<file path="src/rtl/core/lrd_pkg.sv">
// ----------------------------------------------------------------------------
// lrd_pkg
// Shared types and codes of the lift request dispatcher.
// ----------------------------------------------------------------------------
package lrd_pkg;

   // operation codes of a request transaction
   localparam logic [1:0] OP_ADD   = 2'd0;
   localparam logic [1:0] OP_RUN   = 2'd1;
   localparam logic [1:0] OP_PLACE = 2'd2;

   // result kinds
   localparam logic [2:0] KIND_ACCEPT  = 3'd0;
   localparam logic [2:0] KIND_INVALID = 3'd1;
   localparam logic [2:0] KIND_FULL    = 3'd2;
   localparam logic [2:0] KIND_ASSIGN  = 3'd3;
   localparam logic [2:0] KIND_EMPTY   = 3'd4;
   localparam logic [2:0] KIND_PLACED  = 3'd5;

   // two-bit signed directions
   localparam logic signed [1:0] DIR_UP   = 2'sb01;
   localparam logic signed [1:0] DIR_DOWN = 2'sb11;
   localparam logic signed [1:0] DIR_NONE = 2'sb00;

   localparam logic [3:0] PENALTY_RESET = 4'd5;

   typedef enum logic [2:0] {
      ST_IDLE,
      ST_SINGLE,
      ST_READ,
      ST_SCAN,
      ST_ASSIGN
   } state_type;

   typedef struct packed {
      logic take;
      logic q_read;
      logic scan_en;
      logic single;
      logic assign_call;
   } dp_cmd_type;

   typedef struct packed {
      logic run_go;
      logic scan_last;
      logic call_last;
      logic out_free;
   } dp_status_type;

endpackage

</file>
<file path="src/rtl/core/lrd_req_if.sv">
// ----------------------------------------------------------------------------
// lrd_req_if
// Request channel: operation, floor, direction and lift index.
// ----------------------------------------------------------------------------
interface lrd_req_if;
   logic              valid;
   logic              ready;
   logic [1:0]        op;
   logic [3:0]        floor;
   logic signed [1:0] dir;
   logic [3:0]        lift_index;

   modport source (output valid, output op, output floor, output dir, output lift_index,
                   input ready);
   modport sink   (input valid, input op, input floor, input dir, input lift_index,
                   output ready);
endinterface

</file>
<file path="src/rtl/core/lrd_rsp_if.sv">
// ----------------------------------------------------------------------------
// lrd_rsp_if
// Result channel: kind of result and assignment details.
// ----------------------------------------------------------------------------
interface lrd_rsp_if;
   logic              valid;
   logic              ready;
   logic [2:0]        kind;
   logic [3:0]        assigned_lift;
   logic [3:0]        call_floor;
   logic signed [1:0] call_dir;
   logic signed [1:0] move_dir;
   logic [4:0]        cost;
   logic              last;

   modport source (output valid, output kind, output assigned_lift, output call_floor,
                   output call_dir, output move_dir, output cost, output last,
                   input ready);
   modport sink   (input valid, input kind, input assigned_lift, input call_floor,
                   input call_dir, input move_dir, input cost, input last,
                   output ready);
endinterface

</file>
<file path="src/rtl/core/lrd_csr_if.sv">
// ----------------------------------------------------------------------------
// lrd_csr_if
// Register write channel carrying the direction penalty.
// ----------------------------------------------------------------------------
interface lrd_csr_if;
   logic       valid;
   logic       ready;
   logic [3:0] data;

   modport source (output valid, output data, input ready);
   modport sink   (input valid, input data, output ready);
endinterface

</file>
<file path="src/rtl/core/lift_request_dispatcher.sv">
// ----------------------------------------------------------------------------
// lift_request_dispatcher
// Nearest-car hall call dispatcher with a call queue and a bank of lifts.
// ----------------------------------------------------------------------------
// One request transaction is taken at a time. Add, place and invalid or
// empty-run requests give one result, loaded into the result register once
// it is free. A run gives one assignment per queued call, each through a
// queue memory read, a scan of every lift in turn through the shared cost
// compare, and a step that moves the winning lift and loads the result
// register; a stalled result port holds that step. The next request is taken
// in the cycle after the last result of a transaction is loaded, while that
// result may still wait on the result port. The penalty register accepts writes
// at any time but must only be written while no request is in flight.
module lift_request_dispatcher #(
   parameter int LIFTS       = 10,
   parameter int QUEUE_DEPTH = 32,
   parameter int FLOORS      = 10
) (
   input logic      clock,
   input logic      reset,
   lrd_req_if.sink  req,
   lrd_rsp_if.source rsp,
   lrd_csr_if.sink  csr
);
   import lrd_pkg::*;

   dp_cmd_type    cmd;
   dp_status_type status;
   logic          ctrl_req_ready;

   assign req.ready = ctrl_req_ready;
   assign csr.ready = 1'b1;

   lrd_ctrl u_ctrl (
      .clock     (clock),
      .reset     (reset),
      .req_valid (req.valid),
      .req_ready (ctrl_req_ready),
      .status    (status),
      .cmd       (cmd)
   );

   lrd_dpath #(
      .LIFTS       (LIFTS),
      .QUEUE_DEPTH (QUEUE_DEPTH),
      .FLOORS      (FLOORS)
   ) u_dpath (
      .clock             (clock),
      .reset             (reset),
      .req_op            (req.op),
      .req_floor         (req.floor),
      .req_dir           (req.dir),
      .req_lift_index    (req.lift_index),
      .csr_valid         (csr.valid),
      .csr_data          (csr.data),
      .rsp_ready         (rsp.ready),
      .rsp_valid         (rsp.valid),
      .rsp_kind          (rsp.kind),
      .rsp_assigned_lift (rsp.assigned_lift),
      .rsp_call_floor    (rsp.call_floor),
      .rsp_call_dir      (rsp.call_dir),
      .rsp_move_dir      (rsp.move_dir),
      .rsp_cost          (rsp.cost),
      .rsp_last          (rsp.last),
      .cmd               (cmd),
      .status            (status)
   );

endmodule

</file>
<file path="src/rtl/core/lrd_ctrl.sv">
// ----------------------------------------------------------------------------
// lrd_ctrl
// Sequencer: accepts a transaction, steps a dispatch run through queue
// reads, lift scans and assignments.
// ----------------------------------------------------------------------------
module lrd_ctrl (
   input  logic                   clock,
   input  logic                   reset,
   input  logic                   req_valid,
   output logic                   req_ready,
   input  lrd_pkg::dp_status_type status,
   output lrd_pkg::dp_cmd_type    cmd
);
   import lrd_pkg::*;

   state_type state_ff;
   state_type state_in;

   always_ff @(posedge clock) begin
      if (reset) begin
         state_ff <= ST_IDLE;
      end else begin
         state_ff <= state_in;
      end
   end

   always_comb begin
      state_in = state_ff;
      unique case (state_ff)
         ST_IDLE: begin
            if (req_valid) begin
               state_in = status.run_go ? ST_READ : ST_SINGLE;
            end
         end
         ST_SINGLE: begin
            if (status.out_free) begin
               state_in = ST_IDLE;
            end
         end
         ST_READ: begin
            state_in = ST_SCAN;
         end
         ST_SCAN: begin
            if (status.scan_last) begin
               state_in = ST_ASSIGN;
            end
         end
         ST_ASSIGN: begin
            if (status.out_free) begin
               state_in = status.call_last ? ST_IDLE : ST_READ;
            end
         end
         default: begin
            state_in = ST_IDLE;
         end
      endcase
   end

   always_comb begin
      cmd       = '0;
      req_ready = 1'b0;
      unique case (state_ff)
         ST_IDLE: begin
            req_ready = 1'b1;
            cmd.take  = req_valid;
         end
         ST_SINGLE: begin
            cmd.single = status.out_free;
         end
         ST_READ: begin
            cmd.q_read = 1'b1;
         end
         ST_SCAN: begin
            cmd.scan_en = 1'b1;
         end
         ST_ASSIGN: begin
            cmd.assign_call = status.out_free;
         end
         default: begin
            cmd = '0;
         end
      endcase
   end

endmodule

</file>
<file path="src/rtl/core/lrd_dpath.sv">
// ----------------------------------------------------------------------------
// lrd_dpath
// Datapath: call queue memory, lift floors and directions, least-cost
// scan, penalty register and the result register.
// ----------------------------------------------------------------------------
module lrd_dpath #(
   parameter int LIFTS       = 10,
   parameter int QUEUE_DEPTH = 32,
   parameter int FLOORS      = 10
) (
   input  logic                   clock,
   input  logic                   reset,
   input  logic [1:0]             req_op,
   input  logic [3:0]             req_floor,
   input  logic signed [1:0]      req_dir,
   input  logic [3:0]             req_lift_index,
   input  logic                   csr_valid,
   input  logic [3:0]             csr_data,
   input  logic                   rsp_ready,
   output logic                   rsp_valid,
   output logic [2:0]             rsp_kind,
   output logic [3:0]             rsp_assigned_lift,
   output logic [3:0]             rsp_call_floor,
   output logic signed [1:0]      rsp_call_dir,
   output logic signed [1:0]      rsp_move_dir,
   output logic [4:0]             rsp_cost,
   output logic                   rsp_last,
   input  lrd_pkg::dp_cmd_type    cmd,
   output lrd_pkg::dp_status_type status
);
   import lrd_pkg::*;

   localparam int LA_W   = (LIFTS > 1) ? $clog2(LIFTS) : 1;
   localparam int QA_W   = (QUEUE_DEPTH > 1) ? $clog2(QUEUE_DEPTH) : 1;
   localparam int FILL_W = $clog2(QUEUE_DEPTH + 1);

   logic [3:0]        pen_ff;

   logic [1:0]        in_op_ff;
   logic [3:0]        in_floor_ff;
   logic signed [1:0] in_dir_ff;
   logic [3:0]        in_lift_ff;

   logic [3:0]        lift_floor_ff [LIFTS];
   logic signed [1:0] lift_dir_ff   [LIFTS];

   logic [3:0]        q_floor_mem [QUEUE_DEPTH];
   logic              q_up_mem    [QUEUE_DEPTH];
   logic [3:0]        q_floor_rd_ff;
   logic              q_up_rd_ff;

   logic [FILL_W-1:0] fill_ff;
   logic [QA_W-1:0]   rd_ptr_ff;

   logic [LA_W-1:0]   scan_ff;
   logic [LA_W-1:0]   best_ff;
   logic [4:0]        best_cost_ff;
   logic [3:0]        best_floor_ff;

   logic              rsp_valid_ff;
   logic [2:0]        kind_ff;
   logic [3:0]        lift_out_ff;
   logic [3:0]        floor_out_ff;
   logic signed [1:0] cdir_out_ff;
   logic signed [1:0] mdir_out_ff;
   logic [4:0]        cost_out_ff;
   logic              last_out_ff;

   logic              floor_ok;
   logic              dir_ok;
   logic              full;
   logic              q_we;
   logic              place_we;
   logic [2:0]        single_kind;
   logic signed [1:0] call_dir;
   logic [3:0]        scan_floor;
   logic signed [1:0] scan_dir;
   logic [3:0]        floor_gap;
   logic [4:0]        scan_cost;
   logic signed [1:0] move_dir;
   logic              out_free;
   logic              call_last;

   // penalty register; the user must write it only while idle, the block does not enforce this
   always_ff @(posedge clock) begin
      if (reset) begin
         pen_ff <= PENALTY_RESET;
      end else if (csr_valid) begin
         pen_ff <= csr_data;
      end
   end

   always_ff @(posedge clock) begin
      if (cmd.take) begin
         in_op_ff    <= req_op;
         in_floor_ff <= req_floor;
         in_dir_ff   <= req_dir;
         in_lift_ff  <= req_lift_index;
      end
   end

   // single-result decode
   assign floor_ok = (in_floor_ff >= 4'd1) && (in_floor_ff <= 4'(FLOORS));
   assign dir_ok   = (in_dir_ff == DIR_UP) || (in_dir_ff == DIR_DOWN);
   assign full     = (fill_ff == FILL_W'(QUEUE_DEPTH));

   always_comb begin
      single_kind = KIND_INVALID;
      unique case (in_op_ff)
         OP_ADD: begin
            if (!floor_ok || !dir_ok) begin
               single_kind = KIND_INVALID;
            end else if (full) begin
               single_kind = KIND_FULL;
            end else begin
               single_kind = KIND_ACCEPT;
            end
         end
         OP_RUN: begin
            single_kind = KIND_EMPTY;
         end
         OP_PLACE: begin
            if (floor_ok && ({1'b0, in_lift_ff} < 5'(LIFTS))) begin
               single_kind = KIND_PLACED;
            end else begin
               single_kind = KIND_INVALID;
            end
         end
         default: begin
            single_kind = KIND_INVALID;
         end
      endcase
   end

   assign q_we     = cmd.single && (single_kind == KIND_ACCEPT);
   assign place_we = cmd.single && (single_kind == KIND_PLACED);

   // call queue
   always_ff @(posedge clock) begin
      if (q_we) begin
         q_floor_mem[fill_ff[QA_W-1:0]] <= in_floor_ff;
         q_up_mem[fill_ff[QA_W-1:0]]    <= (in_dir_ff == DIR_UP);
      end
      if (cmd.q_read) begin
         q_floor_rd_ff <= q_floor_mem[rd_ptr_ff];
         q_up_rd_ff    <= q_up_mem[rd_ptr_ff];
      end
   end

   assign call_last = ((FILL_W'(rd_ptr_ff) + FILL_W'(1)) == fill_ff);

   always_ff @(posedge clock) begin
      if (reset) begin
         fill_ff   <= '0;
         rd_ptr_ff <= '0;
      end else begin
         if (q_we) begin
            fill_ff <= fill_ff + FILL_W'(1);
         end else if (cmd.assign_call && call_last) begin
            fill_ff <= '0;
         end
         if (cmd.assign_call) begin
            rd_ptr_ff <= call_last ? '0 : rd_ptr_ff + QA_W'(1);
         end
      end
   end

   // least-cost scan, one lift per cycle
   assign call_dir   = q_up_rd_ff ? DIR_UP : DIR_DOWN;
   assign scan_floor = lift_floor_ff[scan_ff];
   assign scan_dir   = lift_dir_ff[scan_ff];
   assign floor_gap  = (scan_floor > q_floor_rd_ff) ? scan_floor - q_floor_rd_ff
                                                    : q_floor_rd_ff - scan_floor;
   assign scan_cost  = 5'(floor_gap) +
                       (((scan_dir != DIR_NONE) && (scan_dir != call_dir)) ? 5'(pen_ff)
                                                                           : 5'd0);

   always_ff @(posedge clock) begin
      if (cmd.q_read) begin
         scan_ff <= '0;
      end else if (cmd.scan_en) begin
         scan_ff <= scan_ff + LA_W'(1);
         // strict compare keeps the lowest index on a tie
         if ((scan_ff == '0) || (scan_cost < best_cost_ff)) begin
            best_ff       <= scan_ff;
            best_cost_ff  <= scan_cost;
            best_floor_ff <= scan_floor;
         end
      end
   end

   always_comb begin
      if (best_floor_ff < q_floor_rd_ff) begin
         move_dir = DIR_UP;
      end else if (best_floor_ff > q_floor_rd_ff) begin
         move_dir = DIR_DOWN;
      end else begin
         move_dir = DIR_NONE;
      end
   end

   // lift bank
   always_ff @(posedge clock) begin
      if (reset) begin
         for (int i = 0; i < LIFTS; i++) begin
            lift_floor_ff[i] <= 4'd1;
            lift_dir_ff[i]   <= DIR_NONE;
         end
      end else if (cmd.assign_call) begin
         lift_floor_ff[best_ff] <= q_floor_rd_ff;
         lift_dir_ff[best_ff]   <= move_dir;
      end else if (place_we) begin
         lift_floor_ff[in_lift_ff[LA_W-1:0]] <= in_floor_ff;
      end
   end

   // result register
   assign out_free = !rsp_valid_ff || rsp_ready;

   always_ff @(posedge clock) begin
      if (reset) begin
         rsp_valid_ff <= 1'b0;
      end else if (cmd.single || cmd.assign_call) begin
         rsp_valid_ff <= 1'b1;
      end else if (rsp_ready) begin
         rsp_valid_ff <= 1'b0;
      end
   end

   always_ff @(posedge clock) begin
      if (cmd.assign_call) begin
         kind_ff      <= KIND_ASSIGN;
         lift_out_ff  <= 4'(best_ff);
         floor_out_ff <= q_floor_rd_ff;
         cdir_out_ff  <= call_dir;
         mdir_out_ff  <= move_dir;
         cost_out_ff  <= best_cost_ff;
         last_out_ff  <= call_last;
      end else if (cmd.single) begin
         kind_ff      <= single_kind;
         lift_out_ff  <= '0;
         floor_out_ff <= '0;
         cdir_out_ff  <= DIR_NONE;
         mdir_out_ff  <= DIR_NONE;
         cost_out_ff  <= '0;
         last_out_ff  <= 1'b1;
      end
   end

   assign rsp_valid         = rsp_valid_ff;
   assign rsp_kind          = kind_ff;
   assign rsp_assigned_lift = lift_out_ff;
   assign rsp_call_floor    = floor_out_ff;
   assign rsp_call_dir      = cdir_out_ff;
   assign rsp_move_dir      = mdir_out_ff;
   assign rsp_cost          = cost_out_ff;
   assign rsp_last          = last_out_ff;

   assign status.run_go    = (req_op == OP_RUN) && (fill_ff != '0);
   assign status.scan_last = (scan_ff == LA_W'(LIFTS - 1));
   assign status.call_last = call_last;
   assign status.out_free  = out_free;

endmodule

</file>
<file path="src/flat_wrapper.sv">
// flat-port wrapper written by rule: the top's interface ports become plain ports
module lift_request_dispatcher_flat import lrd_pkg::*;
#(
   parameter int LIFTS       = 10,
   parameter int QUEUE_DEPTH = 32,
   parameter int FLOORS      = 10
)
  (clock, reset, req_valid, req_op, req_floor, req_dir, req_lift_index, req_ready, rsp_valid, rsp_kind, rsp_assigned_lift, rsp_call_floor, rsp_call_dir, rsp_move_dir, rsp_cost, rsp_last, rsp_ready, csr_valid, csr_data, csr_ready);
  lrd_req_if req_i ();
  lrd_rsp_if rsp_i ();
  lrd_csr_if csr_i ();
  input logic clock;
  input logic reset;
  input wire logic [$bits(req_i.valid)-1:0] req_valid;
  input wire logic [$bits(req_i.op)-1:0] req_op;
  input wire logic [$bits(req_i.floor)-1:0] req_floor;
  input wire logic [$bits(req_i.dir)-1:0] req_dir;
  input wire logic [$bits(req_i.lift_index)-1:0] req_lift_index;
  output wire logic [$bits(req_i.ready)-1:0] req_ready;
  output wire logic [$bits(rsp_i.valid)-1:0] rsp_valid;
  output wire logic [$bits(rsp_i.kind)-1:0] rsp_kind;
  output wire logic [$bits(rsp_i.assigned_lift)-1:0] rsp_assigned_lift;
  output wire logic [$bits(rsp_i.call_floor)-1:0] rsp_call_floor;
  output wire logic [$bits(rsp_i.call_dir)-1:0] rsp_call_dir;
  output wire logic [$bits(rsp_i.move_dir)-1:0] rsp_move_dir;
  output wire logic [$bits(rsp_i.cost)-1:0] rsp_cost;
  output wire logic [$bits(rsp_i.last)-1:0] rsp_last;
  input wire logic [$bits(rsp_i.ready)-1:0] rsp_ready;
  input wire logic [$bits(csr_i.valid)-1:0] csr_valid;
  input wire logic [$bits(csr_i.data)-1:0] csr_data;
  output wire logic [$bits(csr_i.ready)-1:0] csr_ready;
  assign req_i.valid = req_valid;
  assign req_i.op = req_op;
  assign req_i.floor = req_floor;
  assign req_i.dir = req_dir;
  assign req_i.lift_index = req_lift_index;
  assign req_ready = req_i.ready;
  assign rsp_valid = rsp_i.valid;
  assign rsp_kind = rsp_i.kind;
  assign rsp_assigned_lift = rsp_i.assigned_lift;
  assign rsp_call_floor = rsp_i.call_floor;
  assign rsp_call_dir = rsp_i.call_dir;
  assign rsp_move_dir = rsp_i.move_dir;
  assign rsp_cost = rsp_i.cost;
  assign rsp_last = rsp_i.last;
  assign rsp_i.ready = rsp_ready;
  assign csr_i.valid = csr_valid;
  assign csr_i.data = csr_data;
  assign csr_ready = csr_i.ready;
  lift_request_dispatcher #(.LIFTS(LIFTS), .QUEUE_DEPTH(QUEUE_DEPTH), .FLOORS(FLOORS)) u_core (.clock(clock), .reset(reset), .req(req_i), .rsp(rsp_i), .csr(csr_i));
endmodule
</file>
<file path="config.mk">
export PLATFORM = sky130hd
export DESIGN_NAME = lift_request_dispatcher_flat
export DESIGN_NICKNAME = d
export VERILOG_FILES = /design/src/rtl/core/lrd_pkg.sv /design/src/rtl/core/lrd_req_if.sv /design/src/rtl/core/lrd_rsp_if.sv /design/src/rtl/core/lrd_csr_if.sv /design/src/rtl/core/lift_request_dispatcher.sv /design/src/rtl/core/lrd_ctrl.sv /design/src/rtl/core/lrd_dpath.sv /design/src/flat_wrapper.sv
export SDC_FILE = /design/constraint.sdc
export NUM_CORES = 1
export LEC_CHECK = 0
export CELL_PAD_IN_SITES_DETAIL_PLACEMENT = 1
export CELL_PAD_IN_SITES_GLOBAL_PLACEMENT = 1
export CORE_MARGIN = 2
export CORE_UTILIZATION = 54
export DETAILED_ROUTE_END_ITERATION = 8
export DONT_BUFFER_PORTS = 1
export GPL_ROUTABILITY_DRIVEN = 0
export PLACE_DENSITY_LB_ADDON = 0.1
export SLEW_MARGIN = 20
export SYNTH_ARGS = -nofsm -noshare
export SYNTH_HDL_FRONTEND = slang
export SYNTH_SLANG_ARGS = --single-unit
</file>
<file path="constraint.sdc">
create_clock -name clock -period 6.15 [get_ports clock]
set_input_delay 0.3075 -clock clock [delete_from_list [all_inputs] [get_ports clock]]
set_output_delay 0.3075 -clock clock [all_outputs]
set_load 0.01 [all_outputs]
</file>
==> summary.txt <==
Setup path
  – Crit path depth: 18
  – Top cell family by delay on the critical path: compound AO/OA/AOI/OAI gates
  – Max incr delay on CP: 0.58 ns
  – Crit path max fanout: 26
  – Crit path kind: reg2reg
  – Most common cell on crit path: a21o_1
  – FF-to-FF setup slack: 0.35 ns
  – Worst Setup End Kind: flop
  – Critical path startpoint category: flop
  – CP Buf/Inv Count: 3
  – Worst R2R Path Depth: 18
  – Crit-path cells: buf_4 -> mux4_2 -> mux4_2 -> ha_1 -> a21o_1 -> a21oi_1 -> a41oi_1 -> nand2_1 -> o21ai_0 -> fa_1 -> inv_1 -> ha_1 -> a21o_1 -> a21o_1 -> a21o_1 -> a21o_1 -> a21oi_1 -> buf_4
  – Crit path required time: 6.36 ns
  – R2R Path End: u_core.u_dpath.best_cost_ff[0]
  – CP max-delay cell: mux4_2
  – Setup crit end: u_core.u_dpath.best_cost_ff[0]
  – Worst endpoint data arrival time: 6.01 ns

Floorplan
  – Die height: 168 µm
  – # IOs: 45
  – Die Span X: 168 µm
  – Row Count: 60
  – Core Region: 0.0267 mm²
  – Die footprint: 0.0284 mm²
  – Initial Util: 54.6%

Synthesis
  – Synth area leaders: edfxtp_1 (63%), mux4_2 (12%), dfxtp_1 (4.1%)
  – Post-synth top area cell: edfxtp_1
  – Primary FF master, synth: edfxtp_1
  – Unique masters post-synth: 73
  – Top post-synthesis cells by count: edfxtp_1 (304), nor2_1 (119), mux4_2 (76), nand2_1 (57), inv_1 (37)
  – Cells after synthesis: 933
  – Cell Area, Synth: 0.0146 mm²
  – Register area share after synthesis: 66.6%
  – Top cell type's share of synthesized area: 62.5%
  – Post-synth EDFFs: 304
  – Flops & latches, synth: 334
  – Yosys warns: 0
  – Syn_area_per_cell: 15.7 µm²
  – Top-count cell post-synth: edfxtp_1
  – Syn Nets: 984
  – Ys async rst share: 0%

Pwr
  – Pwr Total: 4.90 mW
  – VDD IR max: 0.000284 V
  – Pwr dens: 302 mW/mm²
  – P_leak: 5.46 nW

Global routing
  – Top Usage Layer GRT: met2
  – Routing usage on met1: 33.3%
  – Vias in the first global route: 8,923
  – Met2 Use GR: 48.2%
  – Met3 usage in global routing: 3.48%
  – Largest net degree at the start of global routing: 44
  – Tot GR Track Use: 26.4%
  – Congestion Overflow GR: 0
  – Initial antenna violation count: 0
  – First-pass GRT wire length: 55,900 µm

Timing
  – RSZ-0062 raised after global routing: no
  – Slew Limit Fails: 0
  – Clk_skew: 0.0140 ns
  – Final Critical Period: 5.80 ns
  – Final setup violation count: 0
  – Max Fclk: 173 MHz
  – TNS Setup: 0 ns
  – Max_slew headroom: 35.7%
  – Final worst setup slack: 0.355 ns
  – Final Hold Fails: 0
  – Least-Margin Pin Slew: 0.956 ns
  – Part of the cycle the worst path needs: 94.2%

Place
  – PortBufs: 0
  – Place WS: 0.410 ns
  – Dpl hpwl: 24,900 µm

Routing
  – Final ANT Viol Nets: 0
  – DRT iter0 DRCs: 553
  – Vias after detailed routing: 8,215
  – Vias/cell: 6.17
  – Routed WL: 35,900 µm
  – Initial DRT Pass Iterations: 5
  – DRC Markers: 0
  – Wire per inst: 27.0 µm

Finish
  – Layout cell share with drive strength beyond 1: 16.6%
  – Final nets: 1,015
  – Diodes inserted: 0
  – Fill count: 2,404
  – Area Growth Syn to Fin: 11.1%

CTS
  – # H-tree levels: 2
  – Clock sink total: 334
  – Clock root buffer: clkbuf_16
  – Post-CTS sizing: 0
  – Clock buffer depth: 3
  – TritonCTS buffer count: 36
  – TritonCTS clock tree: done
  – Clock slew at reported path FFs: 0.06 ns
  – Clk_lat worst skew: 0.52 ns

Run
  – Max-cap violations: 0

Status
  – Status: complete, no violations

Hold path
  – Worst hold path class: in2reg
[layout by cell type, fill, tap and decap left out, types with 4 or more instances in the layout]
master         synthesis  final
a21o_1                18     18
a21oi_1               21     21
a31oi_1                4      4
and2_1                 6      6
and3_1                 7      7
buf_4                  2     13
clkbuf_1              19     13
clkbuf_16              0     37
clkinv_2               0      7
dfxtp_1               30     28
dlygate4sd3_1          0     21
edfxtp_1             304    304
ha_1                  27     27
inv_1                 37     37
mux2_2                 7      7
mux2i_1               15     15
mux4_2                76     76
nand2_1               57     57
nand2b_1              15     15
nand3_1               29     29
nand3b_1               5      5
nand4_1                4      4
nor2_1               119    119
nor2b_1                7      6
nor3_1                 6      6
nor3b_1                4      4
nor4_1                 5      5
o21a_1                 4      4
o21ai_0               16     16
xnor2_1                8      8
xor2_1                 6      6
[logic make-up after synthesis]
logic type	after synthesis	share of synthesized area, %
AND/OR/NAND/NOR	286	9.76
adder cells (fa/ha/maj)	30	2.72
buffers and inverters	79	2.42
XOR/XNOR	14	0.840
multiplexers	98	13.3
AO/OA/AOI/OAI	91	4.32
flip-flops	334	66.6
other	1	0.0257
[sequential cells by signal, summed over array words and instances (netlist names), 5 cells and up, named ones only]
name	flops
u_core.u_dpath.q_floor_mem	128
u_core.u_dpath.lift_dir_ff	32
u_core.u_dpath.rsp_cost	5
u_core.u_dpath.best_cost_ff	5
u_core.u_dpath.q_up_mem	32
u_core.u_dpath.rd_ptr_ff	5
u_core.u_dpath.lift_floor_ff	64
u_core.u_dpath.fill_ff	6
[cell type report]
class	count	area (µm²)	share of cell area, %
clock buffer	51	988	6.09
clock inverter	14	101	0.625
inverter	37	139	0.856
multi-input combinational	520	4520	27.9
sequential	334	9730	60.0
tap	341	427	2.63
timing repair buffer	35	313	1.93
[worst register-to-register path, cell delays in order (launching register included)]
cell	delay, ns
dfxtp_1	0.30
buf_4	0.39
mux4_2	0.59
mux4_2	0.55
ha_1	0.40
a21o_1	0.15
a21oi_1	0.07
a41oi_1	0.46
nand2_1	0.18
o21ai_0	0.18
fa_1	0.47
inv_1	0.10
ha_1	0.24
a21o_1	0.17
a21o_1	0.18
a21o_1	0.17
a21o_1	0.18
a21oi_1	0.43
buf_4	0.29
[power breakdown]
group | switching [mW] | internal [mW]
Clock | 0.847 | 1.17
Combinational | 0.181 | 0.145
Sequential | 0.0453 | 2.52
[timing repair]
| action | 4_1_cts | 5_1_grt |
|---|---|---|
| hold endpoints to repair | 30 | 0 |
| hold buffers | 21 | 0 |
| setup buffers | 0 | 0 |
[worst min path at each step]
stage / from / end / slack [ns] / cells after the start
floorplan: req_dir[0] / u_core.u_dpath.in_dir_ff[0] / 0.41 / 0
global placement: reset / u_core.u_dpath.rd_ptr_ff[1] / 0.38 / 1
detailed placement: reset / u_core.u_dpath.rd_ptr_ff[1] / 0.38 / 1
CTS: reset / u_core.u_dpath.fill_ff[3] / 0.11 / 3
global route: reset / u_core.u_dpath.fill_ff[3] / 0.13 / 3
finish: reset / u_core.u_dpath.fill_ff[3] / 0.13 / 3
[metal layers]
metal / routed length, µm / part of all wire (%)
met5: 0 / 0
met3: 1560 / 4.4
met2: 19300 / 54
met4: 952 / 2.6
met1: 14100 / 39
[metrics by stage]
| step | utilization (%) | hold slack [ns] | std cells | area, µm² |
|---|---|---|---|---|
| 5_1_grt | 60.7 | 0.129 | 1332 | 16200 |
| 3_3_place_gp | 55.8 | 0.380 | 1245 | 14900 |
| 3_5_place_dp | 55.8 | 0.382 | 1246 | 14900 |
| 6_report | 60.7 | 0.129 | 1332 | 16200 |
| 2_1_floorplan | - | 0.406 | 933 | 14600 |
| 4_1_cts | 60.7 | 0.112 | 1332 | 16200 |
Note: power is estimated with default switching activity, not from simulation.
